===== config.mk =====
export PLATFORM = sky130hd
export DESIGN_NAME = partitioned_edf_task_table_unit_flat
export DESIGN_NICKNAME = d
export VERILOG_FILES = /design/src/ptt_pkg.sv /design/src/ptt_req_if.sv /design/src/ptt_res_if.sv /design/src/ptt_entry_ram.sv /design/src/ptt_eval_unit.sv /design/src/partitioned_edf_task_table_unit.sv /design/src/flat_wrapper.sv
export SDC_FILE = /design/constraint.sdc
export NUM_CORES = 2
export LEC_CHECK = 0
export BUFFER_PORTS_ARGS = -buffer_cell sky130_fd_sc_hd__buf_4
export CAP_MARGIN = 20
export CORE_ASPECT_RATIO = 0.6
export CORE_MARGIN = 4
export CORE_UTILIZATION = 40
export DETAILED_ROUTE_END_ITERATION = 10
export GPL_ROUTABILITY_DRIVEN = 0
export GPL_TIMING_DRIVEN = 0
export PLACE_DENSITY = 0.62
export SLEW_MARGIN = 20
export SYNTH_ARGS = -nofsm -noshare
export SYNTH_HDL_FRONTEND = slang
export SYNTH_SLANG_ARGS = --single-unit

===== constraint.sdc =====
create_clock -name clk -period 13.9 [get_ports clk]
set_input_delay 1.39 -clock clk [delete_from_list [all_inputs] [get_ports clk]]
set_output_delay 1.39 -clock clk [all_outputs]
set_load 0.005 [all_outputs]

===== src/ptt_pkg.sv =====
// shared types and codes for the partitioned edf task table
package ptt_pkg;

  typedef enum logic [1:0] {
    MODE_ADD    = 2'd0,
    MODE_REMOVE = 2'd1,
    MODE_LOCATE = 2'd2,
    MODE_PICK   = 2'd3
  } mode_t;

  typedef enum logic [2:0] {
    ST_OK         = 3'd0,
    ST_FULL       = 3'd1,
    ST_NOT_FOUND  = 3'd2,
    ST_WRONG_CORE = 3'd3,
    ST_RUNNING    = 3'd4,
    ST_NULL_ID    = 3'd5
  } status_t;

  localparam logic [7:0]  NULL_ID     = 8'd0;
  localparam logic [31:0] NO_DEADLINE = 32'hFFFF_FFFF;

  typedef struct packed {
    logic [7:0]  task_id;
    logic [31:0] release_tick;
    logic [31:0] deadline_tick;
  } entry_t;

  typedef struct packed {
    mode_t       mode;
    logic        core;
    logic        periodic;
    logic [7:0]  task_id;
    logic [31:0] release_tick;
    logic [31:0] deadline_tick;
    logic [31:0] now_tick;
    logic [7:0]  running_id;
  } req_t;

  typedef struct packed {
    logic clear;
    logic valid;
    logic pick;
    logic aperiodic;
  } eval_ctrl_t;

  typedef struct packed {
    logic        match;
    logic [7:0]  chosen_id;
    logic [31:0] chosen_deadline;
  } eval_out_t;

endpackage


===== src/ptt_req_if.sv =====
// request channel: one table operation per beat
interface ptt_req_if;
  import ptt_pkg::*;

  logic        valid;
  logic        ready;
  mode_t       mode;
  logic        core;
  logic        periodic;
  logic [7:0]  task_id;
  logic [31:0] release_tick;
  logic [31:0] deadline_tick;
  logic [31:0] now_tick;
  logic [7:0]  running_id;

  modport source (
    output valid, mode, core, periodic, task_id, release_tick, deadline_tick,
           now_tick, running_id,
    input  ready
  );

  modport sink (
    input  valid, mode, core, periodic, task_id, release_tick, deadline_tick,
           now_tick, running_id,
    output ready
  );
endinterface


===== src/ptt_res_if.sv =====
// result channel: one status beat per request
interface ptt_res_if;
  import ptt_pkg::*;

  logic        valid;
  logic        ready;
  status_t     status;
  logic        found_core;
  logic        found_periodic;
  logic [7:0]  chosen_id;
  logic [31:0] chosen_deadline;

  modport source (
    output valid, status, found_core, found_periodic, chosen_id, chosen_deadline,
    input  ready
  );

  modport sink (
    input  valid, status, found_core, found_periodic, chosen_id, chosen_deadline,
    output ready
  );
endinterface


===== src/ptt_entry_ram.sv =====
// task entry memory, one write port and one registered read port
module ptt_entry_ram #(
  parameter int DEPTH = 32
) (
  input  logic                     clk,
  input  logic                     we,
  input  logic [$clog2(DEPTH)-1:0] waddr,
  input  ptt_pkg::entry_t          wdata,
  input  logic [$clog2(DEPTH)-1:0] raddr,
  output ptt_pkg::entry_t          rdata
);
  import ptt_pkg::*;

  entry_t mem [DEPTH];

  always_ff @(posedge clk) begin
    if (we) begin
      mem[waddr] <= wdata;
    end
    rdata <= mem[raddr];
  end
endmodule


===== src/ptt_eval_unit.sv =====
// shared compare unit: id match, release check and running deadline minimum
module ptt_eval_unit (
  input  logic                clk,
  input  ptt_pkg::eval_ctrl_t ctrl,
  input  ptt_pkg::entry_t     rdata,
  input  logic [7:0]          task_id,
  input  logic [31:0]         now_tick,
  output ptt_pkg::eval_out_t  result
);
  import ptt_pkg::*;

  logic [31:0] p_dl;
  logic [31:0] a_dl;
  logic [7:0]  p_id;
  logic [7:0]  a_id;
  logic [31:0] sel_dl;
  logic        eligible;
  logic        better;
  logic        take_p;

  assign eligible = !(now_tick < rdata.release_tick);
  assign sel_dl   = ctrl.aperiodic ? a_dl : p_dl;
  assign better   = rdata.deadline_tick < sel_dl;
  assign take_p   = p_dl < a_dl;

  always_ff @(posedge clk) begin
    if (ctrl.clear) begin
      p_dl <= NO_DEADLINE;
      a_dl <= NO_DEADLINE;
      p_id <= NULL_ID;
      a_id <= NULL_ID;
    end else if (ctrl.valid && ctrl.pick && eligible && better) begin
      if (ctrl.aperiodic) begin
        a_dl <= rdata.deadline_tick;
        a_id <= rdata.task_id;
      end else begin
        p_dl <= rdata.deadline_tick;
        p_id <= rdata.task_id;
      end
    end
  end

  // aperiodic wins ties
  always_comb begin
    result.match           = ctrl.valid && !ctrl.pick && (rdata.task_id == task_id);
    result.chosen_id       = take_p ? p_id : a_id;
    result.chosen_deadline = take_p ? p_dl : a_dl;
  end
endmodule


===== src/partitioned_edf_task_table_unit.sv =====
// partitioned edf task table: per-core periodic and aperiodic task lists
//
// A request beat on req carries one operation: add, remove, locate or pick.
// Every request yields exactly one beat on res, in request order.
// The block takes one request at a time; req.ready is high only while idle.
// Entries live in one memory, read one entry per cycle by the scan sequencer
// and checked by a single compare unit (id match, release test, deadline min).
// Path from accept to result valid:
//   add, or any request refused on its core or id: straight to the result
//   pick: scans every entry in the core's two tables
//   locate / remove: scan the tables in order up to the first match,
//   a remove that succeeds then reads the last entry and moves it into the hole.
// req.ready returns the cycle after the result loads.
// Reset empties every table (counts go to zero) and drops any pending beat.
// A stalled res beat holds; the result register frees the sequencer, but the
// next request is taken only after its beat is loaded into the register.
module partitioned_edf_task_table_unit #(
  parameter int NUM_CORES       = 2,
  parameter int PERIODIC_SLOTS  = 8,
  parameter int APERIODIC_SLOTS = 8
) (
  input  logic   clk,
  input  logic   rst,
  ptt_req_if.sink   req,
  ptt_res_if.source res
);
  import ptt_pkg::*;

  localparam int NT     = 2 * NUM_CORES;
  localparam int TW     = $clog2(NT);
  localparam int SPAN   = PERIODIC_SLOTS + APERIODIC_SLOTS;
  localparam int DEPTH  = NUM_CORES * SPAN;
  localparam int AW     = $clog2(DEPTH);
  localparam int MAXCAP = (PERIODIC_SLOTS > APERIODIC_SLOTS) ? PERIODIC_SLOTS
                                                              : APERIODIC_SLOTS;
  localparam int CW     = $clog2(MAXCAP + 1);

  typedef enum logic [5:0] {
    S_IDLE    = 6'b000001,
    S_START   = 6'b000010,
    S_SCAN    = 6'b000100,
    S_LAST_RD = 6'b001000,
    S_LAST_WR = 6'b010000,
    S_DONE    = 6'b100000
  } state_t;

  function automatic logic [AW-1:0] base_of(input logic [TW-1:0] t);
    int b;
    b = int'(t >> 1) * SPAN + (t[0] ? PERIODIC_SLOTS : 0);
    return AW'(b);
  endfunction

  function automatic logic [CW-1:0] cap_of(input logic [TW-1:0] t);
    return t[0] ? CW'(APERIODIC_SLOTS) : CW'(PERIODIC_SLOTS);
  endfunction

  state_t        state;
  req_t          rq;
  logic [CW-1:0] counts [NT];
  logic [TW-1:0] cur_tbl;
  logic [TW-1:0] last_tbl;
  logic [TW-1:0] rd_tbl;
  logic [TW-1:0] f_tbl;
  logic [CW-1:0] cur_slot;
  logic [CW-1:0] rd_slot;
  logic [CW-1:0] f_slot;
  logic          issue_done;
  logic          rd_vld;
  status_t       res_status;
  logic          res_fcore;
  logic          res_fper;
  logic          out_valid;

  logic          core_ok;
  logic [TW-1:0] add_tbl;
  logic [TW-1:0] pick_tbl;
  logic [TW-1:0] rd_core;
  logic          add_ok;
  logic          slot_hit;
  logic          issue;
  logic          pick_ok;

  logic          mem_we;
  logic [AW-1:0] mem_waddr;
  logic [AW-1:0] mem_raddr;
  entry_t        mem_wdata;
  entry_t        mem_rdata;

  eval_ctrl_t    ev_ctrl;
  eval_out_t     ev_out;

  assign core_ok  = int'(rq.core) < NUM_CORES;
  assign add_tbl  = TW'(2 * int'(rq.core) + (rq.periodic ? 0 : 1));
  assign pick_tbl = TW'(2 * int'(rq.core));
  assign rd_core  = rd_tbl >> 1;
  assign add_ok   = core_ok && (rq.task_id != NULL_ID) &&
                    (counts[add_tbl] < cap_of(add_tbl));
  assign slot_hit = cur_slot < counts[cur_tbl];
  assign issue    = (state == S_SCAN) && !issue_done && slot_hit;
  assign pick_ok  = (rq.mode == MODE_PICK) && (res_status == ST_OK);

  assign req.ready = (state == S_IDLE) && !rst;
  assign res.valid = out_valid;

  always_comb begin
    mem_raddr = (state == S_LAST_RD) ? base_of(f_tbl) + AW'(counts[f_tbl] - CW'(1))
                                     : base_of(cur_tbl) + AW'(cur_slot);
    mem_we    = ((state == S_START) && (rq.mode == MODE_ADD) && add_ok) ||
                (state == S_LAST_WR);
    if (state == S_LAST_WR) begin
      mem_waddr = base_of(f_tbl) + AW'(f_slot);
      mem_wdata = mem_rdata;
    end else begin
      mem_waddr = base_of(add_tbl) + AW'(counts[add_tbl]);
      mem_wdata = '{task_id: rq.task_id, release_tick: rq.release_tick,
                    deadline_tick: rq.deadline_tick};
    end
  end

  always_comb begin
    ev_ctrl.clear     = (state == S_START);
    ev_ctrl.valid     = rd_vld && (state == S_SCAN);
    ev_ctrl.pick      = (rq.mode == MODE_PICK);
    ev_ctrl.aperiodic = rd_tbl[0];
  end

  ptt_entry_ram #(.DEPTH(DEPTH)) u_ram (
    .clk   (clk),
    .we    (mem_we),
    .waddr (mem_waddr),
    .wdata (mem_wdata),
    .raddr (mem_raddr),
    .rdata (mem_rdata)
  );

  ptt_eval_unit u_eval (
    .clk      (clk),
    .ctrl     (ev_ctrl),
    .rdata    (mem_rdata),
    .task_id  (rq.task_id),
    .now_tick (rq.now_tick),
    .result   (ev_out)
  );

  always_ff @(posedge clk) begin
    rd_tbl  <= cur_tbl;
    rd_slot <= cur_slot;
    if (rst) begin
      state      <= S_IDLE;
      out_valid  <= 1'b0;
      rd_vld     <= 1'b0;
      issue_done <= 1'b0;
      for (int i = 0; i < NT; i++) begin
        counts[i] <= '0;
      end
    end else begin
      rd_vld <= issue;
      if (out_valid && res.ready) begin
        out_valid <= 1'b0;
      end
      unique case (state)
        S_IDLE: begin
          if (req.valid && req.ready) begin
            rq.mode          <= req.mode;
            rq.core          <= req.core;
            rq.periodic      <= req.periodic;
            rq.task_id       <= req.task_id;
            rq.release_tick  <= req.release_tick;
            rq.deadline_tick <= req.deadline_tick;
            rq.now_tick      <= req.now_tick;
            rq.running_id    <= req.running_id;
            state            <= S_START;
          end
        end
        S_START: begin
          res_status <= ST_OK;
          res_fcore  <= 1'b0;
          res_fper   <= 1'b0;
          cur_slot   <= '0;
          issue_done <= 1'b0;
          cur_tbl    <= '0;
          last_tbl   <= TW'(NT - 1);
          state      <= S_DONE;
          unique case (rq.mode)
            MODE_ADD: begin
              if (!core_ok) begin
                res_status <= ST_WRONG_CORE;
              end else if (rq.task_id == NULL_ID) begin
                res_status <= ST_NULL_ID;
              end else if (!add_ok) begin
                res_status <= ST_FULL;
              end else begin
                counts[add_tbl] <= counts[add_tbl] + CW'(1);
              end
            end
            MODE_REMOVE: begin
              if (!core_ok) begin
                res_status <= ST_WRONG_CORE;
              end else if (rq.task_id == NULL_ID) begin
                res_status <= ST_NULL_ID;
              end else begin
                state <= S_SCAN;
              end
            end
            MODE_LOCATE: begin
              if (rq.task_id == NULL_ID) begin
                res_status <= ST_NULL_ID;
              end else begin
                state <= S_SCAN;
              end
            end
            MODE_PICK: begin
              if (!core_ok) begin
                res_status <= ST_WRONG_CORE;
              end else begin
                cur_tbl  <= pick_tbl;
                last_tbl <= pick_tbl + TW'(1);
                state    <= S_SCAN;
              end
            end
            default: state <= S_DONE;
          endcase
        end
        S_SCAN: begin
          if (!issue_done) begin
            if (slot_hit) begin
              cur_slot <= cur_slot + CW'(1);
            end else if (cur_tbl == last_tbl) begin
              issue_done <= 1'b1;
            end else begin
              cur_tbl  <= cur_tbl + TW'(1);
              cur_slot <= '0;
            end
          end
          if (ev_out.match) begin
            if (rq.mode == MODE_LOCATE) begin
              res_fcore <= rd_core[0];
              res_fper  <= ~rd_tbl[0];
              state     <= S_DONE;
            end else if (int'(rd_core) != int'(rq.core)) begin
              res_status <= ST_WRONG_CORE;
              state      <= S_DONE;
            end else if (rq.task_id == rq.running_id) begin
              res_status <= ST_RUNNING;
              state      <= S_DONE;
            end else begin
              f_tbl  <= rd_tbl;
              f_slot <= rd_slot;
              state  <= S_LAST_RD;
            end
          end else if (issue_done && !rd_vld) begin
            if (rq.mode != MODE_PICK) begin
              res_status <= ST_NOT_FOUND;
            end
            state <= S_DONE;
          end
        end
        S_LAST_RD: begin
          state <= S_LAST_WR;
        end
        S_LAST_WR: begin
          counts[f_tbl] <= counts[f_tbl] - CW'(1);
          state         <= S_DONE;
        end
        S_DONE: begin
          if (!out_valid || res.ready) begin
            out_valid           <= 1'b1;
            res.status          <= res_status;
            res.found_core      <= res_fcore;
            res.found_periodic  <= res_fper;
            res.chosen_id       <= pick_ok ? ev_out.chosen_id : NULL_ID;
            res.chosen_deadline <= pick_ok ? ev_out.chosen_deadline : NO_DEADLINE;
            state               <= S_IDLE;
          end
        end
        default: state <= S_IDLE;
      endcase
    end
  end
endmodule


===== src/flat_wrapper.sv =====
// flat-port wrapper written by rule: the top's interface ports become plain ports
module partitioned_edf_task_table_unit_flat import ptt_pkg::*;
#(
  parameter int NUM_CORES       = 2,
  parameter int PERIODIC_SLOTS  = 8,
  parameter int APERIODIC_SLOTS = 8
)
  (clk, rst, req_valid, req_mode, req_core, req_periodic, req_task_id, req_release_tick, req_deadline_tick, req_now_tick, req_running_id, req_ready, res_valid, res_status, res_found_core, res_found_periodic, res_chosen_id, res_chosen_deadline, res_ready);
  ptt_req_if req_i ();
  ptt_res_if res_i ();
  input  logic clk;
  input  logic rst;
  input wire logic [$bits(req_i.valid)-1:0] req_valid;
  input wire logic [$bits(req_i.mode)-1:0] req_mode;
  input wire logic [$bits(req_i.core)-1:0] req_core;
  input wire logic [$bits(req_i.periodic)-1:0] req_periodic;
  input wire logic [$bits(req_i.task_id)-1:0] req_task_id;
  input wire logic [$bits(req_i.release_tick)-1:0] req_release_tick;
  input wire logic [$bits(req_i.deadline_tick)-1:0] req_deadline_tick;
  input wire logic [$bits(req_i.now_tick)-1:0] req_now_tick;
  input wire logic [$bits(req_i.running_id)-1:0] req_running_id;
  output wire logic [$bits(req_i.ready)-1:0] req_ready;
  output wire logic [$bits(res_i.valid)-1:0] res_valid;
  output wire logic [$bits(res_i.status)-1:0] res_status;
  output wire logic [$bits(res_i.found_core)-1:0] res_found_core;
  output wire logic [$bits(res_i.found_periodic)-1:0] res_found_periodic;
  output wire logic [$bits(res_i.chosen_id)-1:0] res_chosen_id;
  output wire logic [$bits(res_i.chosen_deadline)-1:0] res_chosen_deadline;
  input wire logic [$bits(res_i.ready)-1:0] res_ready;
  assign req_i.valid = req_valid;
  assign req_i.mode = req_mode;
  assign req_i.core = req_core;
  assign req_i.periodic = req_periodic;
  assign req_i.task_id = req_task_id;
  assign req_i.release_tick = req_release_tick;
  assign req_i.deadline_tick = req_deadline_tick;
  assign req_i.now_tick = req_now_tick;
  assign req_i.running_id = req_running_id;
  assign req_ready = req_i.ready;
  assign res_valid = res_i.valid;
  assign res_status = res_i.status;
  assign res_found_core = res_i.found_core;
  assign res_found_periodic = res_i.found_periodic;
  assign res_chosen_id = res_i.chosen_id;
  assign res_chosen_deadline = res_i.chosen_deadline;
  assign res_i.ready = res_ready;
  partitioned_edf_task_table_unit #(.NUM_CORES(NUM_CORES), .PERIODIC_SLOTS(PERIODIC_SLOTS), .APERIODIC_SLOTS(APERIODIC_SLOTS)) u_core (.clk(clk), .rst(rst), .req(req_i), .res(res_i));
endmodule

# Word level (Yosys, flattened, before mapping)
# Memory sizes are Yosys's and may differ from the RTL's. A register that Yosys moved wholly into a read port is not among the register bits.
# Cells that the tools add are included.
dict set report classes {
  addsub 14
  order_cmp 5
  eq_ne 26
  muxes 74
  n_bitwise 5
  n_reduce_logical 43
}
# op count
set ops {}
lappend ops {{$lt A32 B32 Y1} 3}
lappend ops {{$mux W72} 1}
lappend ops {{$mux W32} 2}
lappend ops {{$mux W6} 8}
lappend ops {{$pmux W6 S6} 1}
lappend ops {{$mux W4} 8}
lappend ops {{$mux W1} 27}
lappend ops {{$mux W3} 8}
lappend ops {{$add A5 B5 Y5} 4}
lappend ops {{$eq A8 B8 Y1} 2}
lappend ops {{$logic_and A1 B1 Y1} 16}
lappend ops {{$mux W2} 8}
lappend ops {{$add A5 B4 Y5} 3}
lappend ops {{$ne A2 B2 Y1 const B} 6}
lappend ops {{$pmux W6 S2} 1}
lappend ops {{$reduce_and A6 Y1} 2}
lappend ops {{$mux W5} 2}
lappend ops {{$ne A3 B2 Y1 const B} 3}
lappend ops {{$pmux W3 S3} 1}
lappend ops {{$reduce_and A3 Y1} 3}
lappend ops {{$add A4 B1 Y4 const B} 2}
lappend ops {{$logic_not A8 Y1} 1}
lappend ops {{$mux W8} 1}
lappend ops {{$pmux W4 S2} 1}
lappend ops {{other kinds (34)} 53}
dict set report totals {
  register_bits 275
  mem_bits_rw 2320
  in_bits 120
  elab_cells 200
  memories 2
}
# name depth word_bits rd rd_ports_with_merged_regs write_ports line_no
set memory_table {}
lappend memory_table {u_core.u_ram.mem 32 72 1 1 1 ptt_entry_ram.sv:14} ;# entry_t mem [DEPTH];
lappend memory_table {u_core.counts 4 4 3 2 4 partitioned_edf_task_table_unit.sv:59} ;# logic [CW-1:0] counts [NT];

# Longest topological paths before layout
# An unclocked memory read counts as a cell.
dict set report depth {
  depth_word 14
  depth_mapped 15
  ltp_nobuf 13
}

# By module
# From an unflattened synthesis, not the netlist that was laid out.
dict set report unflattened {
  hier_cells 5839
  area_unflattened_um2 105687.6
}
# module n_inst cells_each area_each_um2
set by_module_without_submodules {}
lappend by_module_without_submodules {ptt_entry_ram 1 4208 89120.5}
lappend by_module_without_submodules {partitioned_edf_task_table_unit 1 745 9260.1}
lappend by_module_without_submodules {ptt_eval_unit 1 886 7307.0}

# Worst setup path after synthesis
# No wires, ideal clock.
dict set report synth_path {
  kind {input port to flip-flop}
  from {input port rst}
  to {register u_core.res.chosen_deadline[0] (enable)}
  arrival_ns 5.138
  required_time_ns 13.387
  setup_slack_ns 8.250
  cell_stages 3
  path_cell_list {clkbuf_1 clkbuf_1 nor3b_1}
}
dict set report synth_between {
  elab_chain_len 2
}
# element line_no
set synth_lines {}
lappend synth_lines {{start: declaration} flat_wrapper.sv:12} ;# input logic rst;
lappend synth_lines {{$not A1 Y1 (no source line)} n/a}
lappend synth_lines {{$reduce_and A3 Y1 (no source line)} n/a}
lappend synth_lines {{end: declaration} ptt_res_if.sv:14} ;# output valid, status, found_core, found_periodic, chosen_id, chosen_deadline,
# Every way passes these cells.
# A chain may end at the register's enable or synchronous reset.

==> run_results.csv <==
group,metric,value,unit
status,status,"completed",
finish,instances_no_fill,10700,
yosys,ys_types,78,
power_and_ir_drop,finalPower,16.6,mW
power_and_ir_drop,p_leak,42.7,nW
finish,post_route_cells_drive_above_1_share,0.194,
sta,finalSetupViolations,0,
yosys,syn-num-nets,6580,
clocking,post_cts_buffers,0,
worst_setup_path,cp_num_cells,14,
global_routing,track_usage,0.227,
drt,drtPass1Iterations,6,
finish,seq_area,78500,sq um
clocking,cts_tree,"done",
finish,area_delta_synth_final,17.2,%
die,coreArea,264000,sq um
power_and_ir_drop,intPower,13.1,mW
finish,multi_input_area,26100,sq um
power_and_ir_drop,combPwrFrac,0.038,
drt,drc,0,
power_and_ir_drop,powerDensity,134,nW/um^2
sta,rsz0062_at_grt,"no",
clocking,clock_sinks,2670,
worst_setup_path,worstRegToRegCells,14,
finish,fillerInstances,22200,
global_routing,grt_pass1_vias,59700,
sta,setup_slack,7.80,ns
placement,place_inst,10200,
worst_setup_path,path_cells,"mux4_1 -> inv_1 -> ha_1 -> inv_1 -> fa_1 -> xnor2_1 -> mux2_4 -> nor2_1 -> buf_2 -> buf_1 -> a211o_1 -> a2bb2oi_1 -> o21ai_0 -> o31ai_1",
finish,nNetsFinal,7196,
hold_path,min_path_type,"flop to flop",
worst_setup_path,crit_required,14.59,ns
die,start_util,0.402,
yosys,async_flop_share,0,
worst_setup_path,r2r_slack,7.80,ns
worst_setup_path,critPathMaxFanout,10,
worst_setup_path,cp-start-kind,"flop",
global_routing,grt_max_degree,35,
yosys,ys_warn_count,0,
yosys,netlist_instances,6347,
sta,whs,0.402,ns
drt,drtAntennaViolNets,0,
clocking,hold_buffers,0,
sta,drv_slew,0,
power_and_ir_drop,clkPwrFrac,0.425,
drt,routedWlPerCell,29.6,um
clocking,worst_setup_hold_path_clk_slew,0.06,ns
sta,skew,0.0596,ns
worst_setup_path,critPathSlowestCell,"nor2_1",
global_routing,gr-total-overflow,0,
global_routing,grt_pass1_wl,446000,um
sta,min_period_over_period,0.439,
drt,routed_wl,318000,um
die,io_pins,167,
global_routing,grt_antenna_before_repair,19,
yosys,synth_edf_count,2499,
worst_setup_path,reg2reg_to,"u_core.u_ram.rdata[43]",
clocking,cts-resized-gates,0,
worst_setup_path,cp-endpoint,"u_core.u_ram.rdata[43]",
sta,timing.setup.tns,0,ns
worst_setup_path,cp_data_arrival_time,6.79,ns
yosys,yosysSeqAreaShare,0.739,
drt,avgViaCountPerCell,5.89,
worst_setup_path,critPathBufInv,4,
finish,final_cell_mix,"edfxtp_1 (2,499), nand2_1 (814), mux2i_1 (326)",
sta,finalHoldViolations,0,
placement,hpwlAfterDp,224000,um
yosys,syn_area_per_cell,16.7,sq um
run,maxCapViolCount,0,
worst_setup_path,end_kind,"flop",
finish,layout_commonest_cell,"edfxtp_1",
clocking,clock_latency,0.86,ns
die,die_area,274000,sq um
placement,io_buffers,166,
clocking,cts-htree-levels,5,
drt,drt_iter0_markers,9776,
die,die_h,407,um
sta,fin_crit,6.10,ns
yosys,synth-seq-cells,2670,
clocking,cts_inserted_buffers,266,
power_and_ir_drop,switchingPower,3.54,mW
die,row_count,146,
sta,tightest_slew,1.15,ns
die,die_w,673,um
placement,pre_cts_ws,7.96,ns
clocking,cts-root-buf,"clkbuf_16",
yosys,synth_top_flop_cell,"edfxtp_1",
clocking,cts_buffer_depth,4,
sta,fmax,164,MHz
drt,vias,63100,
worst_setup_path,setup.worst_path.class,"flop to flop",
power_and_ir_drop,swShare,0.213,
power_and_ir_drop,power_frac_seq,0.536,
worst_setup_path,slowest_delay,0.77,ns
yosys,syn_area,106000,sq um
sta,relSlewSlack,0.231,
worst_setup_path,cp_common_cell,"inv_1",
power_and_ir_drop,peakVddDrop,0.000107,V
worst_setup_path,crit_family,"buffers and inverters",
==> power by group through the flow <==
stage,registers (mW),logic [mW],clock network [mW]
global placement,9.10,0.568,0
global route,8.92,0.703,7.52
floorplan,9.06,0.392,0
CTS,8.92,0.626,7.17
detailed placement,9.09,0.622,0
finish,8.92,0.636,7.07
==> routing by layer <==
metal,track usage,wire length [um],vias to the layer above
met5,0.00353,156,-
met4,0.0618,8930,4
met3,0.0625,40200,518
met2,0.313,131000,3914
met1,0.349,138000,32500
li1,-,-,26200
==> stage by stage <==
step                      area [sq um]   util
after global placement          112000  0.424
after floorplan                 106000      -
after global routing            124000  0.471
final                           124000  0.472
after detailed placement        116000  0.440
after CTS                       124000  0.471
==> cells by family after synthesis <==
family                     synth area share
xor gates and xnor gates            0.00256
buffers and inverters                0.0202
DFF                                   0.739
muxes                                 0.100
adders and majority gates            0.0134
AOI/OAI and AO/OA                    0.0624
and+or+nand+nor                      0.0619
==> cells in the mapped netlist (15+ instances only) <==
| cell type | count | area [sq um] |
|---|---|---|
| a311oi_2 | 52 | 781 |
| a211oi_1 | 68 | 510 |
| mux4_2 | 303 | 6820 |
| buf_6 | 20 | 225 |
| nand4_1 | 16 | 100 |
| buf_4 | 31 | 233 |
| a311oi_1 | 68 | 596 |
| clkbuf_1 | 173 | 649 |
| a21o_1 | 38 | 285 |
| buf_2 | 116 | 581 |
| a211o_1 | 59 | 517 |
| o31ai_1 | 68 | 510 |
| nor3_1 | 15 | 75.1 |
| nand3_1 | 134 | 671 |
| inv_1 | 88 | 330 |
| and3_1 | 195 | 1220 |
| ha_1 | 112 | 1400 |
| o22ai_1 | 129 | 807 |
| nand2b_1 | 19 | 119 |
| xnor2_1 | 25 | 219 |
| mux2i_1 | 327 | 3270 |
| nand2_1 | 814 | 3060 |
| o21ai_0 | 156 | 781 |
| edfxtp_1 | 2499 | 75000 |
| dfxtp_1 | 171 | 3420 |
| a21oi_1 | 113 | 566 |
| a31oi_1 | 19 | 119 |
| mux2_2 | 44 | 495 |
| nor2_1 | 242 | 908 |
| a2bb2oi_1 | 60 | 526 |
| buf_1 | 31 | 116 |
==> registers in the layout, summed over array words and instances (netlist names), 2 cells and up, named ones only <==
name,cells
u_core.counts,16
u_core.cur_slot,4
u_core.cur_tbl,2
u_core.f_slot,4
u_core.f_tbl,2
u_core.rd_slot,4
u_core.rd_tbl,2
u_core.res.chosen_deadline,32
u_core.res.chosen_id,8
u_core.res.status,3
u_core.res_status,3
u_core.rq,116
u_core.state,6
u_core.u_eval.a_dl,32
u_core.u_eval.a_id,8
u_core.u_eval.p_dl,32
u_core.u_eval.p_id,8
u_core.u_ram.mem,2304
u_core.u_ram.rdata,72
==> final cells by class <==
class | instances | share of cell area
Inverter | 88 | 0.00265
Tap cell | 3552 | 0.0357
Clock buffer | 336 | 0.0577
Clock inverter | 122 | 0.00933
Buffer | 372 | 0.0147
Sequential cell | 2670 | 0.630
Antenna cell | 16 | 0.000322
Timing Repair Buffer | 348 | 0.0397
Multi-Input combinational cell | 3217 | 0.210
==> how the worst min path moves through the flow <==
stage,from,endpoint,slack (ns),cells after the start
after global placement,u_core.rd_slot[3],u_core.f_slot[3],0.39,0
final,u_core.rd_slot[0],u_core.f_slot[0],0.40,0
after detailed placement,u_core.rd_slot[0],u_core.f_slot[0],0.39,0
after CTS,u_core.rd_slot[0],u_core.f_slot[0],0.40,0
after global routing,u_core.rd_slot[1],u_core.f_slot[1],0.42,0
after floorplan,u_core.rd_slot[0],u_core.f_slot[0],0.39,0
(Power assumes the default switching activity.)
